File: config.mk
export PLATFORM = sky130hd
export DESIGN_NAME = lkf_ram
export DESIGN_NICKNAME = d
export VERILOG_FILES = /design/src/rtl/lkf_ram.sv
export SDC_FILE = /design/constraint.sdc
export NUM_CORES = 1
export LEC_CHECK = 0
export BUFFER_PORTS_ARGS = -buffer_cell sky130_fd_sc_hd__buf_2
export CAP_MARGIN = 20
export CORE_ASPECT_RATIO = 0.7
export CORE_MARGIN = 8
export CORE_UTILIZATION = 50
export CTS_BUF_LIST = sky130_fd_sc_hd__clkbuf_4
export CTS_CLUSTER_DIAMETER = 40
export DETAILED_ROUTE_END_ITERATION = 12
export PLACE_DENSITY = 0.7
export SLEW_MARGIN = 20
export SYNTH_ARGS = -nofsm -noshare
export SYNTH_HDL_FRONTEND = slang
export SYNTH_SLANG_ARGS = --single-unit
File: constraint.sdc
create_clock -name clock -period 1.5 [get_ports clock]
set_input_delay 0.15 -clock clock [delete_from_list [all_inputs] [get_ports clock]]
set_output_delay 0.15 -clock clock [all_outputs]
set_load 0.005 [all_outputs]
File: src/rtl/lkf_ram.sv
module lkf_ram #(
   parameter int  WIDTH  = 8,
   parameter int  DEPTH  = 16,
   localparam int ADDR_W = (DEPTH > 1) ? $clog2(DEPTH) : 1
) (
   input  logic              clock,
   input  logic              wr_en,
   input  logic [ADDR_W-1:0] wr_addr,
   input  logic [WIDTH-1:0]  wr_data,
   input  logic              rd_en,
   input  logic [ADDR_W-1:0] rd_addr,
   output logic [WIDTH-1:0]  rd_data
);

   logic [WIDTH-1:0] mem_ff [DEPTH];
   logic [WIDTH-1:0] rd_data_ff;

   always_ff @(posedge clock) begin
      if (wr_en) begin
         mem_ff[wr_addr] <= wr_data;
      end
      if (rd_en) begin
         rd_data_ff <= mem_ff[rd_addr];
      end
   end

   assign rd_data = rd_data_ff;

endmodule

### Yosys cells after proc, flatten, opt, wreduce, memory -nomap -nowiden

Memories as Yosys holds them, arrays and structs flattened. A register that Yosys moved wholly into a read port is not among the register bits.
Cells that the tools add are included.

* flip-flop bits (word level): 0
* bits of input ports: 19
* memories kept: 1
* memory bits (writable): 128

Memory list
* mem_ff: words 16, width 8, rd ports 1, clocked after Yosys merged registers in 1, write ports 1, RTL line 15 `logic [WIDTH-1:0] mem_ff [DEPTH];`

* multiplexer cells: 2

Operators with widths (count)
* 2-to-1 mux 1 bit: 2

### Depth between registers and ports, before layout

Gate-level depths: netlist of the first run.

* depth after elaboration: 2
* gate-level depth with buffers: 5
* gate-level depth less buffers: 3

### Worst setup path before layout of the first run

No wires, ideal clock.

* path type: input to register
* start point: input wr_addr[2]
* end point: memory mem_ff[0][0] (enable)
* path buffers: 0
* library setup time: 0.383 ns
* setup slack: -0.143 ns
* stages on the path: 2
* required time: 1.117 ns
* arrival: 1.260 ns
* cell sequence: or3b_2 > nor3_1

RTL lines
* start: declaration: RTL line 8 `input logic [ADDR_W-1:0] wr_addr,`
* end: declaration: RTL line 15

Straight into the memory's write port.

==> metrics.txt, run 1 <==
drt drc=0; Reg-to-Reg End=rd_data[0]; max-cap viol count=0; initial antenna violation count=0; switching pwr=1510 uW; CP max FO=1; Comb pwr share=5.9%; Core Box Area=10300 um2; internal power=5620 uW; GR Util All Layers=15.2%; Final Cell Area=6040 um2; ranking of synthesized cells by area=edfxtp_1 78%, mux4_2 7.8%, mux4_1 7.0%; Post-CTS Setup Bufs=0; setup tns final=0 ps; ys async rst share=0%; FF-to-FF path depth=3; most common cell after layout, fill and taps aside=edfxtp_1; die width=138 um; Placement Rows=31; Critical Path RT=1740 ps; Hold Startpoint=wr_data[2]; most frequent cells in the layout=136 x edfxtp_1, 26 x buf_2, 24 x buf_4; WL/cell=22.9 um; P_leak=0.00204 uW; slew margin rel.=47.0%; Hold Path Class=input port to flop; top cell type's share of synthesized area=78.1%; footprint of the multi-input gates=1080 um2; worst-skew pair later-pin latency=500 ps; final critical-path required period=1480 ps; Peak Freq=674 MHz; Hold Path Sink=mem_ff[6][2]; reg2reg setup slack=20 ps; placed insts=403; R2R Path Start=mem_ff[11][0]; crit path launch type=flop; mean post-synth cell area=22.8 um2; Non-Filler Instances=442; initial DRC count=309; Die Area=14000 um2; vias per inst=5.73; number of I/O port buffers=26; Slew @ Worst Pin=794 ps; worst vdd ir=715 uV; Seq/Total Area, Yosys=78.1%; initial core utilization=50.9%; register area=4080 um2; sw frac=21.1%; Place WS=-213 ps; critical path class=flop to flop; ANT cells=0; fin crit share=99.0%; Synth Warn #=0; Post-Syn Area=5230 um2; Pre-antenna DRT Iters=4; status=finished clean; WP data arrival=1730 ps; Post-DP Area=5660 um2; Clock Power Share=33.8%; final hold vios=0; share of layout cells above drive strength 1=33.9%; vias=2533; syn_nets=248; Clock transition at path regs=120 ps; post-synthesis register bit count=136; Pwr Total=7120 uW; die boundary height=102 um; final clock skew=10.7 ps; fill count=748; Syn Inst Count=229; IO Pins=27; Inserted Clock Buffers=17; setup ws final=15.7 ps; RePlAce Congestion=0.736; largest net degree at the start of global routing=22; worst hold stages=1; cell taking the most area after synthesis=edfxtp_1; clk sink count=136; final setup violation count=0; residual overflow from global routing=0; PwrDens=1180 nW/um2; CTS root buf=clkbuf_4; Post-DRT Antenna Nets=0; Primary FF master, synth=edfxtp_1; Seq pwr share=60.3%; DP HPWL=6700 um; crit end category=flop; htree depth=4; fin nets=316; vias in the first global route=2584; Final Max Tran Viols=0; CTS tree=yes; post-synth cell types=18; global-route wire length before repair=15500 um; drt total wl=10100 um; CTS Buffer Depth=2; number of synthesized flops with an enable pin=136; Area Overhead vs Synth=15.5%
==> cell usage after synthesis, types with 2 or more instances <==
cell	number
nand2b_1	2
buf_2	3
clkdlybuf4s25_2	3
a22oi_1	16
nand3b_1	2
mux4_2	18
nor3_1	4
nor2_1	13
buf_6	3
nand2_1	9
mux4_1	14
edfxtp_1	136
==> power groups by stage <==
stage	registers [uW]	clock network, uW	logic (uW)
finish	4300	2400	420
global route	4300	2620	454
detailed placement	4380	0	405
CTS	4300	2460	420
global placement	4380	0	394
floorplan	4380	0	216
==> how the worst max path moves through the flow <==
stage                        startpoint    endpoint  cells after the start
final                     mem_ff[11][0]  rd_data[0]                      3
after global placement       rd_addr[0]  rd_data[0]                      5
after detailed placement     rd_addr[0]  rd_data[2]                      5
after CTS                  mem_ff[6][2]  rd_data[2]                      3
after floorplan              rd_addr[0]  rd_data[1]                      5
after global routing      mem_ff[10][0]  rd_data[0]                      3
==> registers in the layout (all words and copies together), names as in the netlist <==
register  cells
mem_ff      128
rd_data       8
==> cells by family after synthesis <==
group	synth area share, %
buf+inv	1.65
mux	14.8
flops	78.1
compound gates	2.30
simple gates	3.14
==> per-stage QoR <==
step	utilization (%)	hold slack (ps)
final	58.8	55.9
after global routing	58.8	12.3
after CTS	58.6	0.600
after detailed placement	55.1	528
after global placement	55.1	525
after floorplan	-	249
==> final cells by class <==
cell class                 count  share of cell area, %
sequential                   136                   67.6
multi-input combinational     83                   17.8
timing repair buffer          59                   6.96
tap                          132                   2.73
clock inverter                14                   2.61
clock buffer                  18                   2.24
==> metal layers <==
layer	GRT usage (%)	part of all wire (%)
met2	22.5	45
met5	0	0
met3	4.07	6.1
met1	21.4	49
met4	5.49	0.48
==> critical path, cell delays in order (launching register included) <==
cell and delay (ps):
edfxtp_1 370, mux4_2 500, a22oi_2 220, nand2_1 130
==> timing repair <==
action                                 CTS  global route
hold buffers                             7             0
endpoints found under the hold margin   76             0
resized for setup                        0             3
setup endpoints to repair                0             3
(Power assumes the default switching activity.)
==> run 2, diff against run 1 <==
--- a/config.mk
+++ b/config.mk
@@ -13,6 +13,7 @@
 export CTS_BUF_LIST = sky130_fd_sc_hd__clkbuf_4
 export CTS_CLUSTER_DIAMETER = 40
 export DETAILED_ROUTE_END_ITERATION = 12
+export MAX_ROUTING_LAYER = met4
 export PLACE_DENSITY = 0.7
 export SLEW_MARGIN = 20
 export SYNTH_ARGS = -nofsm -noshare
==> run 2 against run 1 <==
Power barely moved. Setup slack improved by 17 ps. Global-route usage rose by 0.49 points. Critical path depth did not move. Clock skew rose by 1.9 ps. Sequential power barely moved. Critical endpoint unchanged. Highest routed layer unchanged.
==> metrics.txt, run 2 (synthesis gave the netlist of run 1 again) <==
status=finished clean; Die Area=14000 um2; PwrDens=1180 nW/um2; delay-heaviest family, CP=multiplexers; Crit path depth=3; worst-path cell chain=mux4_2 > a22oi_2 > nand2_1; residual overflow from global routing=0; Reg-to-Reg End=rd_data[0]; CTS Buffer Depth=2; Pre-antenna DRT Iters=5; Clock transition at path regs=110 ps; die width=138 um; final hold vios=0; worst hold stages=1; worst-skew pair later-pin latency=500 ps; vias in the first global route=2577; RePlAce Congestion=0.746; Hold Path Class=input port to flop; WP buf/inv=0; initial antenna violation count=0; htree depth=4; final critical-path required period=1470 ps; setup tns final=0 ps; Inserted Clock Buffers=17; fin nets=316; setup ws final=32.3 ps; largest net degree at the start of global routing=22; crit path launch type=flop; initial core utilization=50.9%; WL/cell=22.9 um; fin crit share=97.8%; final setup violation count=0; most common cell after layout, fill and taps aside=edfxtp_1; Core Box Area=10300 um2; Post-DRT Antenna Nets=0; reg2reg setup slack=30 ps; share of layout cells above drive strength 1=33.9%; vias=2512; clk sink count=136; ANT cells=0; DP HPWL=6700 um; Area Overhead vs Synth=15.5%; drt total wl=10100 um; FF-to-FF path depth=3; R2R Path Start=mem_ff[11][0]; Largest register FFs=128; die boundary height=102 um; Placement Rows=31; Pwr Total=7120 uW; Final Max Tran Viols=0; Slew @ Worst Pin=802 ps; number of I/O port buffers=26; final clock skew=12.6 ps; vias per inst=5.68; global-route wire length before repair=15500 um; most frequent cells in the layout=136 x edfxtp_1, 26 x buf_2, 24 x buf_4; IO Pins=27; crit end category=flop; Hold Path Sink=mem_ff[14][4]; Hold Startpoint=wr_data[4]; P_leak=0.00204 uW; drt drc=0; CP max FO=1; Critical Path RT=1750 ps; critical path class=flop to flop; Peak Freq=681 MHz; Max stage delay on crit path=490 ps; worst vdd ir=715 uV; Critical Path Slowest Stage Cell=mux4_2; CTS root buf=clkbuf_4; Largest Register=mem_ff; Place WS=-213 ps; WP data arrival=1710 ps; initial DRC count=301; fill count=748; GR Util All Layers=15.7%; CTS tree=yes; max-cap viol count=0; slew margin rel.=46.4%
-- run 2: cell counts in the layout (fill, tap and decap cells not counted) --
Identical to the previous run, type by type.
-- run 2: layer usage --
metal | vias to the layer above | global-route usage (%) | part of all wire (%)
met2 | 91 | 22.6 | 45
met3 | 2 | 4.40 | 6.6
met5 | - | - | 0
met4 | 0 | 4.99 | 0.31
met1 | 1296 | 21.4 | 48
li1 | 1123 | - | -
-- run 2: stage by stage --
stage                     util [%]  area (um2)  instances  hold WS (ps)
final                         58.8        6040        442          49.7
after detailed placement      55.1        5660        403           528
after floorplan                  -        5230        229           249
after global routing          58.8        6040        442          4.84
after global placement        55.1        5660        403           525
after CTS                     58.6        6020        442         0.600
-- run 2: where the power goes --
| part | switching [uW] | internal, uW | leakage [uW] |
|---|---|---|---|
| clock | 1240 | 1150 | 0.000153 |
| combinational | 232 | 188 | 0.000651 |
| sequential | 23.2 | 4270 | 0.00124 |
-- run 2: final cells by class --
class,instances,area [um2],share of cell area [%]
clock inverters,14,158,2.61
clock buffers,18,135,2.24
well taps,132,165,2.73
repair buffers,59,420,6.96
multi-input cells,83,1080,17.8
flip-flops and latches,136,4080,67.6
-- run 2: worst reg2reg max path: stages, from the launching register on --
cell and delay (ps):
edfxtp_1 370, mux4_2 490, a22oi_2 220, nand2_1 130
-- run 2: what timing repair did --
item | 4_1_cts | 5_1_grt
endpoints found under the hold margin | 76 | 0
setup endpoints to repair | 0 | 3
gates resized for setup | 0 | 3
setup buffers | 0 | 0
hold buffers | 7 | 0
-- run 2: how the worst max path moves through the flow --
stage	slack [ps]	to	startpoint
finish	30	rd_data[0]	mem_ff[11][0]
floorplan	70	rd_data[1]	rd_addr[0]
global route	-30	rd_data[0]	mem_ff[10][0]
detailed placement	-210	rd_data[2]	rd_addr[0]
CTS	1	rd_data[2]	mem_ff[6][2]
global placement	-200	rd_data[0]	rd_addr[0]
==> run 3, diff against run 2 <==
--- a/config.mk
+++ b/config.mk
@@ -7,14 +7,17 @@
 export LEC_CHECK = 0
 export BUFFER_PORTS_ARGS = -buffer_cell sky130_fd_sc_hd__buf_2
 export CAP_MARGIN = 20
+export CELL_PAD_IN_SITES_DETAIL_PLACEMENT = 0
+export CELL_PAD_IN_SITES_GLOBAL_PLACEMENT = 1
 export CORE_ASPECT_RATIO = 0.7
 export CORE_MARGIN = 8
 export CORE_UTILIZATION = 50
 export CTS_BUF_LIST = sky130_fd_sc_hd__clkbuf_4
 export CTS_CLUSTER_DIAMETER = 40
 export DETAILED_ROUTE_END_ITERATION = 12
+export HOLD_SLACK_MARGIN = 0.1
 export MAX_ROUTING_LAYER = met4
-export PLACE_DENSITY = 0.7
+export PLACE_DENSITY_LB_ADDON = 0.1
 export SLEW_MARGIN = 20
 export SYNTH_ARGS = -nofsm -noshare
 export SYNTH_HDL_FRONTEND = slang
==> run 3 against run 2 <==
Die area unchanged. Largest power group unchanged. Global-route usage shrank 0.33 points. Clock-buffer cell count increased by 4. Clock skew is 1.5 ps higher. Critical path depth unchanged. Setup slack improved by 18 ps. Register-to-register slack better by 20 ps. Sequential share of layout area decreased by 0.58 points. Final area up 0.87%. Sequential power barely moved. Combinational power is essentially flat. Routed wire length down 4.6%.
==> metrics.txt, run 3 (synthesis gave the netlist of run 1 again) <==
status=finished clean; fin crit share=96.6%; Non-Filler Instances=445; setup tns final=0 ps; Post-CTS Setup Bufs=0; vias=2452; Largest register FFs=128; htree depth=4; initial DRC count=211; worst-skew pair later-pin latency=500 ps; Critical Path Slowest Stage Cell=mux4_1; WL/cell=21.7 um; CTS root buf=clkbuf_4; Pwr Total=7330 uW; CTS Buffer Depth=2; Slew @ Worst Pin=764 ps; PwrDens=1200 nW/um2; RePlAce Congestion=0.686; initial antenna violation count=0; GR Util met1=21.0%; worst-path cell chain=mux4_1 > a22oi_2 > nand2_1; GR Util All Layers=15.4%; final clock skew=14.1 ps; Largest Register=mem_ff; global-route wire length before repair=15300 um; Peak Freq=690 MHz; Post-DRT Antenna Nets=0; final hold vios=0; number of I/O port buffers=26; largest net degree at the start of global routing=22; crit path launch type=flop; Die Area=14000 um2; WP data arrival=1710 ps; most frequent cells in the layout=136 x edfxtp_1, 26 x buf_2, 25 x buf_4; Max stage delay on crit path=540 ps; vias in the first global route=2634; CTS tree=yes; Placement Rows=31; placed insts=404; residual overflow from global routing=0; Post-DP Area=5670 um2; ANT cells=0; Inserted Clock Buffers=17; slew margin rel.=48.9%; Area Overhead vs Synth=16.5%; fin nets=319; DP HPWL=6540 um; Clock Power Share=35.6%; drt drc=0; max-cap viol count=0; Clock transition at path regs=110 ps; drt total wl=9670 um; IO Pins=27; share of layout cells above drive strength 1=34.8%; internal power=5880 uW; Seq pwr share=58.6%; initial core utilization=50.9%; final critical-path required period=1450 ps; final setup violation count=0; Critical Path RT=1760 ps; crit end category=flop; Pre-antenna DRT Iters=4; delay-heaviest family, CP=multiplexers; met3 Track Usage GR=4.82%; clk sink count=136; sw frac=19.9%; P_leak=0.00207 uW; met2 GRT Util=21.4%; die boundary height=102 um; WP buf/inv=0; Core Box Area=10300 um2; RSZ-0062 raised after global routing=false; switching pwr=1460 uW; Hold Path Class=input port to flop; Most Crowded Layer GR=met2; worst vdd ir=582 uV; Final Max Tran Viols=0; die width=138 um; vias per inst=5.51; CP max FO=1; most common cell after layout, fill and taps aside=edfxtp_1; Comb pwr share=5.8%; Final Cell Area=6090 um2; critical path class=flop to flop
==> run 3: changes by cell type in the layout (fill, tap and decap cells not counted), sizes merged <==
| cell | change |
|---|---|
| clkinvlp | -2 |
| bufinv | +1 |
| clkinv | -3 |
| dlygate4sd3 | +2 |
| clkbuf | +4 |
| buf | +1 |
==> run 3: final cells by class <==
class                      count  area, um2
fill                         749       4190
sequential                   136       4080
multi-input combinational     83       1080
timing repair buffer          62        448
clock buffer                  22        165
tap                          132        165
clock inverter                10        151
==> run 3: layer usage <==
layer,share of wire [%],wire length [um],vias up
met4,0.51,49,0
met1,49,4730,1259
met3,6.2,602,4
met2,44,4290,63
met5,0,0,-
li1,-,-,1126
==> run 3: what timing repair did <==
action	in CTS	in global routing
hold endpoints to repair	136	0
gates resized for setup	1	4
hold buffers	9	0
pin swaps	0	1
endpoints found under the setup margin	1	4
==> run 3: worst reg2reg max path: cells and delay by family, from the launching register on <==
family	cells	cell delay, ps
and+or+nand+nor	1	90
AOI/OAI and AO/OA	1	210
DFF	1	370
muxes	1	540
==> run 3: power by group through the flow <==
| stage | clock [uW] | sequential (uW) | combinational, uW |
|---|---|---|---|
| 6_report | 2610 | 4300 | 423 |
| 5_1_grt | 2850 | 4310 | 465 |
| 4_1_cts | 2680 | 4300 | 427 |
| 3_5_place_dp | 0 | 4380 | 408 |
| 3_3_place_gp | 0 | 4380 | 400 |
| 2_1_floorplan | 0 | 4380 | 216 |
==> run 3: worst paths after layout <==
| kind | from | endpoint | slack (ps) | depth (start not counted) |
|---|---|---|---|---|
| min | wr_addr[0] | mem_ff[0][0] | 210 | 3 |
| max reg2reg | mem_ff[1][0] | rd_data[0] | 50 | 3 |
| max | mem_ff[1][0] | rd_data[0] | 50 | 3 |
| min reg2reg | mem_ff[7][2] | rd_data[2] | 760 | 3 |
==> run 3: stage by stage <==
stage	setup WS, ps	utilization (%)	hold slack [ps]
floorplan	67.6	-	249
global placement	-192	55.2	526
detailed placement	-236	55.2	530
CTS	9.26	59.2	157
global route	2.11	59.3	152
finish	50.7	59.3	208
